[src/rtl/uart_frame_parser_decoder_core_defines.svh]
// Assertion macros for the frame parser and decoder.
`ifndef UART_FRAME_PARSER_DECODER_CORE_DEFINES_SVH
`define UART_FRAME_PARSER_DECODER_CORE_DEFINES_SVH
`ifndef SYNTHESIS
`define UFP_ASSERT_IMP(lbl, clk, rst_n, ante, cons) \
    lbl: assert property (@(posedge clk) disable iff (!rst_n) (ante) |-> (cons)) \
        else $error("same-cycle check failed");
`define UFP_ASSERT_NXT(lbl, clk, rst_n, ante, cons) \
    lbl: assert property (@(posedge clk) disable iff (!rst_n) (ante) |=> (cons)) \
        else $error("next-cycle check failed");
`else
`define UFP_ASSERT_IMP(lbl, clk, rst_n, ante, cons)
`define UFP_ASSERT_NXT(lbl, clk, rst_n, ante, cons)
`endif
`endif

[src/rtl/ufp_pkg.sv]
package ufp_pkg;

    localparam int UFP_PAYLOAD_STORE_BYTES = 64;
    localparam int DEC_BYTES = 22;
    localparam int DEC_IDX_W = 5;

    localparam logic [7:0] SYNC_BYTE  = 8'hA5;
    localparam logic [7:0] MAX_LEN    = 8'h43;
    localparam logic [7:0] OP_KEY     = 8'h3A;
    localparam logic [7:0] OP_LCD     = 8'h39;
    localparam logic [7:0] OP_STATUS  = 8'h35;
    localparam logic [7:0] OP_SENSOR  = 8'hFC;
    localparam logic [7:0] OP_BADGE_A = 8'h37;
    localparam logic [7:0] OP_BADGE_B = 8'hFE;
    localparam logic [7:0] OP_RTC_A   = 8'h38;
    localparam logic [7:0] OP_RTC_B   = 8'hFB;

    localparam logic [4:0] IC_REPORT = 5'd0;
    localparam logic [4:0] IC_KEY    = 5'd1;
    localparam logic [4:0] IC_LCD    = 5'd2;
    localparam logic [4:0] IC_PCT    = 5'd3;
    localparam logic [4:0] IC_CAPS   = 5'd5;
    localparam logic [4:0] IC_SENSOR = 5'd10;
    localparam logic [4:0] IC_BADGE  = 5'd15;
    localparam logic [4:0] IC_RTC    = 5'd19;

    typedef enum logic [6:0] {
        ST_START   = 7'b0000001,
        ST_OPCODE  = 7'b0000010,
        ST_LEN_HI  = 7'b0000100,
        ST_LEN_LO  = 7'b0001000,
        ST_PAYLOAD = 7'b0010000,
        ST_CHECK   = 7'b0100000,
        ST_EMIT    = 7'b1000000
    } ufp_state_t;

    typedef struct packed {
        logic load_op;
        logic load_len_hi;
        logic load_len_lo;
        logic store_pay;
        logic finish;
        logic emit_load;
    } ufp_cmd_t;

    typedef struct packed {
        logic is_sync;
        logic len_over;
        logic len_zero;
        logic pay_last;
        logic emit_last;
        logic out_free;
    } ufp_status_t;

endpackage

[src/rtl/ufp_ctrl.sv]
module ufp_ctrl
    import ufp_pkg::*;
(
    input  logic        aclk,
    input  logic        aresetn,
    input  logic        s_valid,
    output logic        s_ready,
    input  ufp_status_t status,
    output ufp_cmd_t    cmd
);

    ufp_state_t state_reg, state_next;
    logic       accept;

    assign s_ready = (state_reg != ST_EMIT);
    assign accept  = s_valid && s_ready;

    always_comb begin
        state_next = state_reg;
        cmd        = '0;
        unique case (state_reg)
            ST_START: begin
                if (accept && status.is_sync) state_next = ST_OPCODE;
            end
            ST_OPCODE: begin
                if (accept) begin
                    cmd.load_op = 1'b1;
                    state_next  = ST_LEN_HI;
                end
            end
            ST_LEN_HI: begin
                if (accept) begin
                    cmd.load_len_hi = 1'b1;
                    state_next      = ST_LEN_LO;
                end
            end
            ST_LEN_LO: begin
                if (accept) begin
                    cmd.load_len_lo = 1'b1;
                    if (status.len_over) state_next = ST_START;
                    else if (status.len_zero) state_next = ST_CHECK;
                    else state_next = ST_PAYLOAD;
                end
            end
            ST_PAYLOAD: begin
                if (accept) begin
                    cmd.store_pay = 1'b1;
                    if (status.pay_last) state_next = ST_CHECK;
                end
            end
            ST_CHECK: begin
                if (accept) begin
                    cmd.finish = 1'b1;
                    state_next = ST_EMIT;
                end
            end
            ST_EMIT: begin
                if (status.out_free) begin
                    cmd.emit_load = 1'b1;
                    if (status.emit_last) state_next = ST_START;
                end
            end
            default: state_next = ST_START;
        endcase
    end

    always_ff @(posedge aclk) begin
        if (!aresetn) state_reg <= ST_START;
        else state_reg <= state_next;
    end

endmodule

[src/rtl/ufp_dp.sv]
module ufp_dp
    import ufp_pkg::*;
#(
    parameter int PAYLOAD_STORE_BYTES = UFP_PAYLOAD_STORE_BYTES
) (
    input  logic               aclk,
    input  logic               aresetn,
    input  logic [7:0]         s_rx_byte,
    input  logic               m_ready,
    input  ufp_cmd_t           cmd,
    output ufp_status_t        status,
    output logic               m_valid,
    output logic [7:0]         m_frame_opcode,
    output logic [6:0]         m_frame_length,
    output logic               m_checksum_good,
    output logic [4:0]         m_item_code,
    output logic signed [16:0] m_item_value,
    output logic               m_last_item
);

    logic [7:0] op_reg, len_hi_reg, sum_reg;
    logic [6:0] len_reg, cnt_reg;
    logic [7:0] pay_reg [DEC_BYTES];
    logic       good_reg, bat_em_reg;
    logic [3:0] n_items_reg;
    logic [2:0] step_reg;
    logic [7:0] snap_pct_reg, snap_chg_reg;
    logic [7:0] snap_v_reg [5];
    logic       valid_reg;

    logic [6:0] cnt_inc;
    logic       ok, p0z, bat_on, st_on, bat_ch, st_ch;
    logic [7:0] pct_new, chg_new;
    logic [7:0] v_new [5];
    logic [3:0] extra;

    assign cnt_inc = cnt_reg + 7'd1;

    assign status.is_sync   = (s_rx_byte == SYNC_BYTE);
    assign status.len_over  = (len_hi_reg != 8'd0) || (s_rx_byte > MAX_LEN);
    assign status.len_zero  = (len_hi_reg == 8'd0) && (s_rx_byte == 8'd0);
    assign status.pay_last  = (cnt_inc >= len_reg);
    assign status.emit_last = ({1'b0, step_reg} == (n_items_reg - 4'd1));
    assign status.out_free  = !valid_reg || m_ready;

    assign ok      = (~sum_reg == s_rx_byte) || (s_rx_byte == 8'hFF);
    assign p0z     = (pay_reg[0] == 8'd0);
    assign bat_on  = (len_reg >= 7'd15);
    assign st_on   = (len_reg >= 7'd22);
    assign pct_new = (pay_reg[14] > 8'd100) ? 8'd100 : pay_reg[14];
    assign chg_new = {7'd0, pay_reg[13] == 8'd2};
    assign v_new[0] = {7'd0, pay_reg[15] == 8'd2};
    assign v_new[1] = pay_reg[16];
    assign v_new[2] = pay_reg[17];
    assign v_new[3] = pay_reg[20];
    assign v_new[4] = {7'd0, pay_reg[21] == 8'd1};
    assign bat_ch  = (pct_new != snap_pct_reg) || (chg_new != snap_chg_reg);
    assign st_ch   = (v_new[0] != snap_v_reg[0]) || (v_new[1] != snap_v_reg[1])
                  || (v_new[2] != snap_v_reg[2]) || (v_new[3] != snap_v_reg[3])
                  || (v_new[4] != snap_v_reg[4]);

    always_comb begin
        extra = 4'd0;
        priority case (op_reg)
            OP_KEY:    if (len_reg >= 7'd3) extra = 4'd1;
            OP_LCD:    if (len_reg >= 7'd2 && p0z && pay_reg[1] >= 8'd1 && pay_reg[1] <= 8'd4)
                           extra = 4'd1;
            OP_STATUS: if (p0z) extra = ((bat_on && bat_ch) ? 4'd2 : 4'd0)
                                      + ((st_on && st_ch) ? 4'd5 : 4'd0);
            OP_SENSOR: if (len_reg >= 7'd11 && p0z) extra = 4'd5;
            OP_BADGE_A: if (p0z && len_reg >= 7'd13 && pay_reg[1] == 8'd1) extra = 4'd4;
            OP_BADGE_B: if (p0z && len_reg >= 7'd8) extra = 4'd4;
            OP_RTC_A, OP_RTC_B: if (len_reg >= 7'd9 && p0z) extra = 4'd6;
            default: extra = 4'd0;
        endcase
    end

    always_ff @(posedge aclk) begin
        if (!aresetn) begin
            op_reg       <= 8'd0;
            len_hi_reg   <= 8'd0;
            len_reg      <= 7'd0;
            cnt_reg      <= 7'd0;
            n_items_reg  <= 4'd1;
            step_reg     <= 3'd0;
            snap_pct_reg <= 8'hFF;
            snap_chg_reg <= 8'hFF;
            for (int i = 0; i < 5; i++) snap_v_reg[i] <= 8'hFF;
        end else begin
            if (cmd.load_op) op_reg <= s_rx_byte;
            if (cmd.load_len_hi) len_hi_reg <= s_rx_byte;
            if (cmd.load_len_lo) begin
                len_reg <= s_rx_byte[6:0];
                cnt_reg <= 7'd0;
            end
            if (cmd.store_pay) cnt_reg <= cnt_inc;
            if (cmd.finish) begin
                n_items_reg <= 4'd1 + (ok ? extra : 4'd0);
                step_reg    <= 3'd0;
                if (ok && op_reg == OP_STATUS && p0z) begin
                    if (bat_on) begin
                        snap_pct_reg <= pct_new;
                        snap_chg_reg <= chg_new;
                    end
                    if (st_on) for (int i = 0; i < 5; i++) snap_v_reg[i] <= v_new[i];
                end
            end
            if (cmd.emit_load) step_reg <= step_reg + 3'd1;
        end
    end

    always_ff @(posedge aclk) begin
        if (cmd.load_len_lo) sum_reg <= op_reg + len_hi_reg + s_rx_byte;
        if (cmd.store_pay) begin
            if (cnt_reg < 7'(PAYLOAD_STORE_BYTES)) sum_reg <= sum_reg + s_rx_byte;
            if (cnt_reg < 7'(DEC_BYTES)) pay_reg[cnt_reg[DEC_IDX_W-1:0]] <= s_rx_byte;
        end
        if (cmd.finish) begin
            good_reg   <= ok;
            bat_em_reg <= bat_on && bat_ch;
        end
    end

    logic [2:0]         j, sidx;
    logic [4:0]         code;
    logic [7:0]         sel_hi, sel_lo, sbyte;
    logic               use_temp;
    logic signed [16:0] direct_val, temp_val, item_val;
    logic [15:0]        raw;
    logic [31:0]        prod;
    logic [12:0]        quot;
    logic signed [16:0] tq;
    logic [5:0]         year6;

    assign j     = step_reg - 3'd1;
    assign year6 = pay_reg[3][5:0] + 6'd48;

    always_comb begin
        sidx = bat_em_reg ? (j - 3'd2) : j;
        unique case (sidx)
            3'd0: sbyte = snap_v_reg[0];
            3'd1: sbyte = snap_v_reg[1];
            3'd2: sbyte = snap_v_reg[2];
            3'd3: sbyte = snap_v_reg[3];
            3'd4: sbyte = snap_v_reg[4];
            default: sbyte = 8'd0;
        endcase
    end

    always_comb begin
        code       = IC_REPORT;
        direct_val = 17'sd0;
        sel_hi     = 8'd0;
        sel_lo     = 8'd0;
        use_temp   = 1'b0;
        if (step_reg != 3'd0) begin
            priority case (op_reg)
                OP_KEY: begin
                    code       = IC_KEY;
                    direct_val = {9'd0, pay_reg[2]};
                end
                OP_LCD: begin
                    code       = IC_LCD;
                    direct_val = {9'd0, pay_reg[1]};
                end
                OP_STATUS: begin
                    if (bat_em_reg && j < 3'd2) begin
                        code       = IC_PCT + {2'd0, j};
                        direct_val = {9'd0, (j == 3'd0) ? snap_pct_reg : snap_chg_reg};
                    end else begin
                        code       = IC_CAPS + {2'd0, sidx};
                        direct_val = {9'd0, sbyte};
                    end
                end
                OP_SENSOR: begin
                    code = IC_SENSOR + {2'd0, j};
                    unique case (j)
                        3'd0: begin sel_hi = pay_reg[1]; sel_lo = pay_reg[2]; use_temp = 1'b1; end
                        3'd1: begin sel_hi = pay_reg[3]; sel_lo = pay_reg[4]; use_temp = 1'b1; end
                        3'd2: begin sel_hi = pay_reg[5]; sel_lo = pay_reg[6]; use_temp = 1'b1; end
                        3'd3: direct_val = {1'b0, pay_reg[7], pay_reg[8]};
                        default: direct_val = {1'b0, pay_reg[9], pay_reg[10]};
                    endcase
                end
                OP_BADGE_A, OP_BADGE_B: begin
                    code = IC_BADGE + {2'd0, j};
                    unique case (j)
                        3'd0: direct_val = {9'd0, (op_reg == OP_BADGE_A) ? pay_reg[6] : pay_reg[1]};
                        3'd1: begin sel_hi = pay_reg[2]; sel_lo = pay_reg[3]; use_temp = 1'b1; end
                        3'd2: begin
                            sel_hi   = (op_reg == OP_BADGE_A) ? pay_reg[11] : pay_reg[6];
                            sel_lo   = (op_reg == OP_BADGE_A) ? pay_reg[12] : pay_reg[7];
                            use_temp = 1'b1;
                        end
                        default: begin
                            sel_hi   = (op_reg == OP_BADGE_A) ? pay_reg[9] : pay_reg[4];
                            sel_lo   = (op_reg == OP_BADGE_A) ? pay_reg[10] : pay_reg[5];
                            use_temp = 1'b1;
                        end
                    endcase
                end
                OP_RTC_A, OP_RTC_B: begin
                    code = IC_RTC + {2'd0, j};
                    unique case (j)
                        3'd0: direct_val = 17'sd2000 + {11'd0, year6};
                        3'd1: direct_val = {13'd0, pay_reg[4][3:0]};
                        3'd2: direct_val = {12'd0, pay_reg[5][4:0]};
                        3'd3: direct_val = {12'd0, pay_reg[6][4:0]};
                        3'd4: direct_val = {11'd0, pay_reg[7][5:0]};
                        default: direct_val = {11'd0, pay_reg[8][5:0]};
                    endcase
                end
                default: code = IC_REPORT;
            endcase
        end
    end

    assign raw      = {sel_hi, sel_lo};
    assign prod     = {17'd0, raw[14:0]} * 32'd52429;
    assign quot     = prod[31:19];
    assign tq       = {4'd0, quot};
    assign temp_val = (raw == 16'hFFFF) ? -17'sd32768 : (raw[15] ? -tq : tq);
    assign item_val = use_temp ? temp_val : direct_val;

    always_ff @(posedge aclk) begin
        if (!aresetn) valid_reg <= 1'b0;
        else if (cmd.emit_load) valid_reg <= 1'b1;
        else if (m_ready) valid_reg <= 1'b0;
    end

    always_ff @(posedge aclk) begin
        if (cmd.emit_load) begin
            m_frame_opcode  <= op_reg;
            m_frame_length  <= len_reg;
            m_checksum_good <= good_reg;
            m_item_code     <= code;
            m_item_value    <= item_val;
            m_last_item     <= status.emit_last;
        end
    end

    assign m_valid = valid_reg;

endmodule

[src/rtl/uart_frame_parser_decoder_core.sv]
// Deframer and decoder for a serial keyboard status link.
// Input channel s_*: one received byte per transaction on s_rx_byte. Frames are
// 0xA5, opcode, 16-bit big-endian length (at most 67), payload, checksum byte.
// Result channel m_*: per frame, a report item (code 0) followed by up to seven
// decoded items; m_last_item marks the final one. Opcode, length and checksum
// status repeat in every item of the frame.
// s_ready stays high through the header and payload bytes, so a byte can be
// accepted in every cycle. After the checksum byte the emit sequencer loads one
// result per cycle into the output register while it is free, 1 to 8 results
// per frame, and s_ready is low until the last result of the frame is loaded.
// The first result is loaded from the emit state once the output register is free.
// A stalled receiver holds the output register and the sequencer waits; the
// last result may wait while the next frame's bytes are already accepted.
// Reset returns the parser to hunting for 0xA5 and restores the battery and
// status snapshots to 0xFF; there is no clearing pass.
`include "uart_frame_parser_decoder_core_defines.svh"
module uart_frame_parser_decoder_core
    import ufp_pkg::*;
#(
    parameter int PAYLOAD_STORE_BYTES = UFP_PAYLOAD_STORE_BYTES
) (
    input  logic               aclk,
    input  logic               aresetn,
    input  logic               s_valid,
    output logic               s_ready,
    input  logic [7:0]         s_rx_byte,
    output logic               m_valid,
    input  logic               m_ready,
    output logic [7:0]         m_frame_opcode,
    output logic [6:0]         m_frame_length,
    output logic               m_checksum_good,
    output logic [4:0]         m_item_code,
    output logic signed [16:0] m_item_value,
    output logic               m_last_item
);

    ufp_cmd_t    cmd;
    ufp_status_t status;

    ufp_ctrl u_ctrl (
        .aclk    (aclk),
        .aresetn (aresetn),
        .s_valid (s_valid),
        .s_ready (s_ready),
        .status  (status),
        .cmd     (cmd)
    );

    ufp_dp #(
        .PAYLOAD_STORE_BYTES (PAYLOAD_STORE_BYTES)
    ) u_dp (
        .aclk            (aclk),
        .aresetn         (aresetn),
        .s_rx_byte       (s_rx_byte),
        .m_ready         (m_ready),
        .cmd             (cmd),
        .status          (status),
        .m_valid         (m_valid),
        .m_frame_opcode  (m_frame_opcode),
        .m_frame_length  (m_frame_length),
        .m_checksum_good (m_checksum_good),
        .m_item_code     (m_item_code),
        .m_item_value    (m_item_value),
        .m_last_item     (m_last_item)
    );

    `UFP_ASSERT_IMP(a_items_need_good, aclk, aresetn, m_valid && (m_item_code != IC_REPORT), m_checksum_good)
    `UFP_ASSERT_IMP(a_report_zero, aclk, aresetn, m_valid && (m_item_code == IC_REPORT), m_item_value == 17'sd0)
    `UFP_ASSERT_NXT(a_burst_continues, aclk, aresetn, m_valid && m_ready && !m_last_item, m_valid)

endmodule

[config.mk]
export PLATFORM = sky130hd
export DESIGN_NAME = uart_frame_parser_decoder_core
export DESIGN_NICKNAME = d
export VERILOG_FILES = /design/src/rtl/ufp_pkg.sv /design/src/rtl/ufp_ctrl.sv /design/src/rtl/ufp_dp.sv /design/src/rtl/uart_frame_parser_decoder_core.sv
export VERILOG_INCLUDE_DIRS = /design/src /design/src/rtl
export SDC_FILE = /design/constraint.sdc
export NUM_CORES = 1
export LEC_CHECK = 0
export ABC_AREA = 1
export BUFFER_PORTS_ARGS = -buffer_cell sky130_fd_sc_hd__buf_4
export CAP_MARGIN = 5
export CORE_UTILIZATION = 64
export DETAILED_ROUTE_END_ITERATION = 7
export PLACE_DENSITY = 0.84
export SYNTH_ARGS = -nofsm -noshare
export SYNTH_HDL_FRONTEND = slang
export SYNTH_SLANG_ARGS = --single-unit
[constraint.sdc]
create_clock -name aclk -period 13.55 [get_ports aclk]
set_input_delay 0.6775 -clock aclk [delete_from_list [all_inputs] [get_ports aclk]]
set_output_delay 0.6775 -clock aclk [all_outputs]
set_load 0.005 [all_outputs]
==> run summary, run 1 <==
IO Count: 53
vias per inst: 6.39
WL final: 59.3 mm
CTS sink cnt: 291
Rows: 62
Leak: 9.18 nW
EDFF count, synth: 228
Worst-Margin Slew: 1.26 ns
Setup crit start: u_dp.step_reg[0]
initial antenna violation count: 0
GRT Overall Usage: 0.394
Clock Skew: 0.0390 ns
sequential area share after synthesis: 0.428
Max IR drop VDD: 155 uV
setup TNS: 0 ns
Power Total: 2.14 mW
area of the multi-input gates: 9440 um^2
clk_lat worst skew: 0.60 ns
Post-Syn Nets: 2303
Reg2Reg Setup Slack: 4.25 ns
WP depth: 40
DR vias: 16100
Buf/Inv on CP: 8
worst reg-to-reg path cell count: 40
CTS tree: built
status: complete, no violations
DP Wirelength: 43.5 mm
fillers: 2184
Core Area: 28900 um^2
DR WL met3: 6.33 mm
Syn Inst Count: 2070
met2 WL post-DR: 27.6 mm
Root Buffer: clkbuf_16
setup violators final: 0
number of flip-flops in the largest register: 160
max cap viols: 0
Longest Clk Path Bufs: 3
RSZ-0062 raised after global routing: false
flops & latches, synth: 291
Port Buffers: 52
max frequency: 108 MHz
commonest register cell after synthesis: edfxtp_1
clock transition at the registers of the reported paths: 0.06 ns
FF/Latch Area: 8110 um^2
ys async rst share: 0
share of cells above drive strength 1: 0.0808
final hold viol count: 0
die area: 30300 um^2
DIE HEIGHT: 174 um
R2R Path End: u_dp.m_item_value[14]
top sig layer: met4
WP data required: 13.87 ns
placed cell count: 2469
largest stage delay on the critical path: 0.56 ns
hold slack: 0.463 ns
DRC viols: 0
first drt pass iteration count: 6
CTS resizes: 0
critical path fanouts, max: 19
Post-CTS Hold Buffers: 0
CP top delay family: adder cells
syn avg cell area: 9.15 um^2
Ant. Diodes: 0
DRT met1 WL: 22.5 mm
Initial Util: 0.655
cell area power density: 103 nW/um^2
postcts setup bufs: 0
CTS HTree Levels: 1
first-pass GRT wire length: 90.7 mm
Worst Path Arrival: 9.62 ns
crit share post-route: 0.687
Slowest-stage cell, CP: dfxtp_1
Routed Antenna Nets: 0
GPL Wtd Cong: 1.07
vias in the first global route: 15900
Slew headroom: 0.158
Final min period: 9.30 ns
TritonCTS Buffers: 30
crit start category: register
post-route insts no fill: 2525
DR iter-0 viols: 2004
Ys Warns: 0
Routed WL per cell: 23.5 um
Area Overhead vs Synth: 9.54%
Die X: 174 um
largest net degree at the start of global routing: 77
Synth cell types: 65
final net count: 2350
Synth Cell Area: 18900 um^2
R2R Path Start: u_dp.step_reg[0]
Crit. End Element: register
Setup crit end: u_dp.m_item_value[14]
Core Util, Final: 0.717
HP Class: in2reg
worst setup path class: reg2reg
grt ovf: 0
Max Transition Viols Final: 0
[per-stage QoR]
stage	setup WS [ns]	cell area (um^2)
6_report	4.25	20800
4_1_cts	4.34	20800
5_1_grt	3.60	20800
3_3_place_gp	4.73	19700
2_1_floorplan	5.87	18900
3_5_place_dp	4.43	19700
[cells by family after synthesis]
logic type	Yosys count	synth area share
DFF	291	0.428
buffers and inverters	373	0.0747
xor gates and xnor gates	42	0.0216
adders and majority gates	221	0.172
AOI/OAI and AO/OA	423	0.135
and+or+nand+nor	720	0.168
[placed cells by master, fill, tap and decap left out, types with 5 or more instances in the layout]
cell type and count:
nand2_1 347, inv_1 321, edfxtp_1 228, nor2_1 168, ha_1 155, o21ai_0 128, a21oi_1 123, nand3_1 72
fa_1 66, dfxtp_1 63, buf_4 59, o211ai_1 43, clkbuf_16 31, xor2_1 29, nand4_1 28, nor3_1 24
o22ai_1 21, nor4_1 17, or2_2 13, o2111ai_1 12, nand2_2 12, a31oi_1 12, a211oi_1 12, xnor2_1 9
a221oi_1 9, nand3b_1 8, inv_2 8, o21ai_1 8, o221ai_1 8, nand3_2 6, a21o_1 5, o21bai_1 5
a2111oi_0 5, clkbuf_1 5
[per-layer routing]
layer | GRT usage | vias up
met5 | 0 | -
met4 | 0.166 | 0
met3 | 0.0643 | 210
met2 | 0.644 | 1047
met1 | 0.522 | 7655
li1 | - | 7218
[synth_stat cells (5+ instances only)]
master,n,area (um^2)
o21ai_1,9,45.0
clkbuf_1,36,135
inv_2,8,30.0
o21ai_0,128,641
o221ai_1,8,70.1
inv_1,321,1200
xnor2_1,9,78.8
o2111ai_1,12,105
nor3_1,24,120
o21bai_1,5,37.5
edfxtp_1,228,6850
nand2_1,347,1300
xor2_1,29,254
nand3_2,6,60.1
buf_2,6,30.0
nor2_1,169,634
a21oi_1,123,616
nand3_1,72,360
nand3b_1,8,60.1
o22ai_1,21,131
a31oi_1,12,75.1
nor4_1,17,106
a211oi_1,12,90.1
a21o_1,5,37.5
nand4_1,28,175
a221oi_1,9,78.8
o211ai_1,43,323
or2_2,13,81.3
nand2_2,12,75.1
a2111oi_0,5,43.8
fa_1,66,1320
dfxtp_1,63,1260
ha_1,155,1940
[worst min-delay path by stage]
stage / startpoint / depth (start not counted) / slack (ns) / end
after detailed placement: u_dp.good_reg / 0 / 0.46 / u_dp.m_checksum_good
after CTS: aresetn / 2 / 0.45 / u_dp.n_items_reg[0]
after floorplan: u_dp.good_reg / 0 / 0.40 / u_dp.m_checksum_good
after global routing: aresetn / 2 / 0.47 / u_dp.n_items_reg[0]
after global placement: u_dp.snap_pct_reg[2] / 2 / 0.46 / u_dp.snap_pct_reg[2]
final: m_ready / 4 / 0.46 / u_dp.m_valid
[worst register-to-register path, delay by kind of cell (launching register included)]
| family | cells | cell delay, ns |
|---|---|---|
| buffers and inverters | 8 | 1.06 |
| adder cells (fa/ha/maj) | 9 | 3.53 |
| flip-flops | 1 | 0.56 |
| AND/OR/NAND/NOR | 16 | 2.62 |
| AO/OA/AOI/OAI | 7 | 1.25 |
[where the power goes]
group          switching [mW]  total [mW]  internal (mW)
clock network           0.378       0.876          0.498
registers              0.0226        1.02          0.995
logic                   0.162       0.243         0.0809
[final cells by class]
cell class / count / share of cell area
Tap cell: 384 / 0.0232
Clock inverter: 17 / 0.0101
Sequential cell: 291 / 0.391
Clock buffer: 39 / 0.0403
Multi-Input combinational cell: 1406 / 0.455
Inverter: 329 / 0.0595
Timing Repair Buffer: 59 / 0.0213
No activity file was read; power rests on OpenSTA's default activity.
==> inputs of run 2 (changes only) <==
- clock period: 13.55 -> 9.4 ns (I/O delays scaled with it)
==> run 2 against run 1 <==
Effect of this change: worst hold slack got worse by 0.23 ns; register-to-register slack got worse by 3.7 ns; first-iteration DRC count grew 5.7%; fmax rose by 5.4%; non-clock buffer count is 15 higher; critical path depth unchanged; sequential share of layout area down 0.28 points; largest power group unchanged.
==> run summary, run 2 (synthesized netlist as in run 1, its figures left out) <==
grt ovf: 0
Slew headroom: 0.108
R2R Path Start: u_dp.step_reg[0]
setup TNS: 0 ns
commonest cells after routing, fill and taps aside: nand2_1, inv_1, edfxtp_1
share of cells above drive strength 1: 0.0880
DP Wirelength: 43.4 mm
crit share post-route: 0.939
Longest Clk Path Bufs: 3
IO Count: 53
CTS tree: built
die area: 30300 um^2
initial antenna violation count: 3
status: complete, no violations
Worst Path Arrival: 9.16 ns
vias in the first global route: 15700
R2R Path End: u_dp.m_item_value[12]
number of flip-flops in the largest register: 160
GPL Wtd Cong: 1.05
postcts setup bufs: 0
clock transition at the registers of the reported paths: 0.06 ns
setup violators final: 0
final net count: 2366
Routed Antenna Nets: 0
largest stage delay on the critical path: 0.58 ns
Post-CTS Hold Buffers: 0
GRT Overall Usage: 0.385
Crit. End Element: register
worst reg-to-reg path cell count: 40
critical path fanouts, max: 16
max frequency: 113 MHz
Setup crit start: u_dp.step_reg[0]
first drt pass iteration count: 6
Initial Util: 0.655
DR vias: 16100
first-pass GRT wire length: 88.5 mm
CTS HTree Levels: 1
Hold Path Cell Cnt: 4
CTS resizes: 0
RSZ-0062 raised after global routing: false
Area Overhead vs Synth: 10.3%
fillers: 2126
WP data required: 9.73 ns
Reg2Reg Setup Slack: 0.57 ns
vias per inst: 6.32
Worst-Margin Slew: 1.32 ns
TritonCTS Buffers: 31
cell area power density: 149 nW/um^2
Hold EP: u_dp.m_valid
Clock Skew: 0.0218 ns
CP top delay family: adder cells
final hold viol count: 0
Slowest-stage cell, CP: dfxtp_1
Ant. Diodes: 0
Max IR drop VDD: 199 uV
Power Total: 3.12 mW
clk_lat worst skew: 0.59 ns
CTS sink cnt: 291
DR iter-0 viols: 2118
commonest non-fill, non-tap cell in the layout: nand2_1
worst setup path class: reg2reg
HP Class: in2reg
Die X: 174 um
WL final: 58.3 mm
Port Buffers: 52
Leak: 9.28 nW
Core Area: 28900 um^2
Max Transition Viols Final: 0
Final min period: 8.83 ns
max cap viols: 0
largest net degree at the start of global routing: 43
Worst Hold Launch: m_ready
Rows: 62
Routed WL per cell: 22.9 um
crit start category: register
DRC viols: 0
DIE HEIGHT: 174 um
Buf/Inv on CP: 8
Root Buffer: clkbuf_16
WP depth: 40
==> run 2: how the worst max path moves through the flow <==
stage	slack [ns]	end
final	0.57	u_dp.m_item_value[12]
after CTS	0.66	u_dp.m_item_value[12]
after global placement	0.98	u_dp.m_item_value[14]
after global routing	0.10	u_dp.m_item_value[15]
after floorplan	1.72	u_dp.m_item_value[12]
after detailed placement	0.71	u_dp.m_item_value[12]
==> run 2: cell type report <==
type                    count  area [um^2]  area share
multi-input cells        1406         9440       0.452
flip-flops and latches    291         8110       0.388
inverters                 329         1230      0.0591
clock buffers              32          779      0.0373
repair buffers             74          556      0.0266
well taps                 384          480      0.0230
clock inverters            26          304      0.0145
==> run 2: power by group <==
| part | internal, mW | switching, mW |
|---|---|---|
| sequential | 1.43 | 0.0338 |
| combinational | 0.118 | 0.241 |
| clock | 0.751 | 0.540 |
| total | 2.30 | 0.815 |
==> run 2: worst reg2reg max path, delay by kind of cell (launching register included) <==
kind / cells / cell delay [ns]
AO/OA/AOI/OAI: 7 / 1.53
AND/OR/NAND/NOR: 16 / 1.94
flip-flops: 1 / 0.58
buffers and inverters: 8 / 0.95
adder cells (fa/ha/maj): 9 / 3.54
==> run 2: through the flow <==
stage	hold slack [ns]	utilization	instances	cell area [um^2]	worst slack, ns
detailed placement	0.457	0.685	2484	19800	0.707
global route	0.255	0.722	2542	20900	0.101
finish	0.231	0.722	2542	20900	0.571
global placement	0.452	0.685	2484	19800	0.978
floorplan	0.400	-	2070	18900	1.72
CTS	0.239	0.722	2542	20900	0.657
==> run 2: metal layers <==
metal	up-vias	track usage	wire length [um]
met1	7548	0.497	22600
met4	2	0.195	3370
met2	998	0.629	26900
met5	-	0	12
li1	7265	-	-
met3	243	0.0641	5390
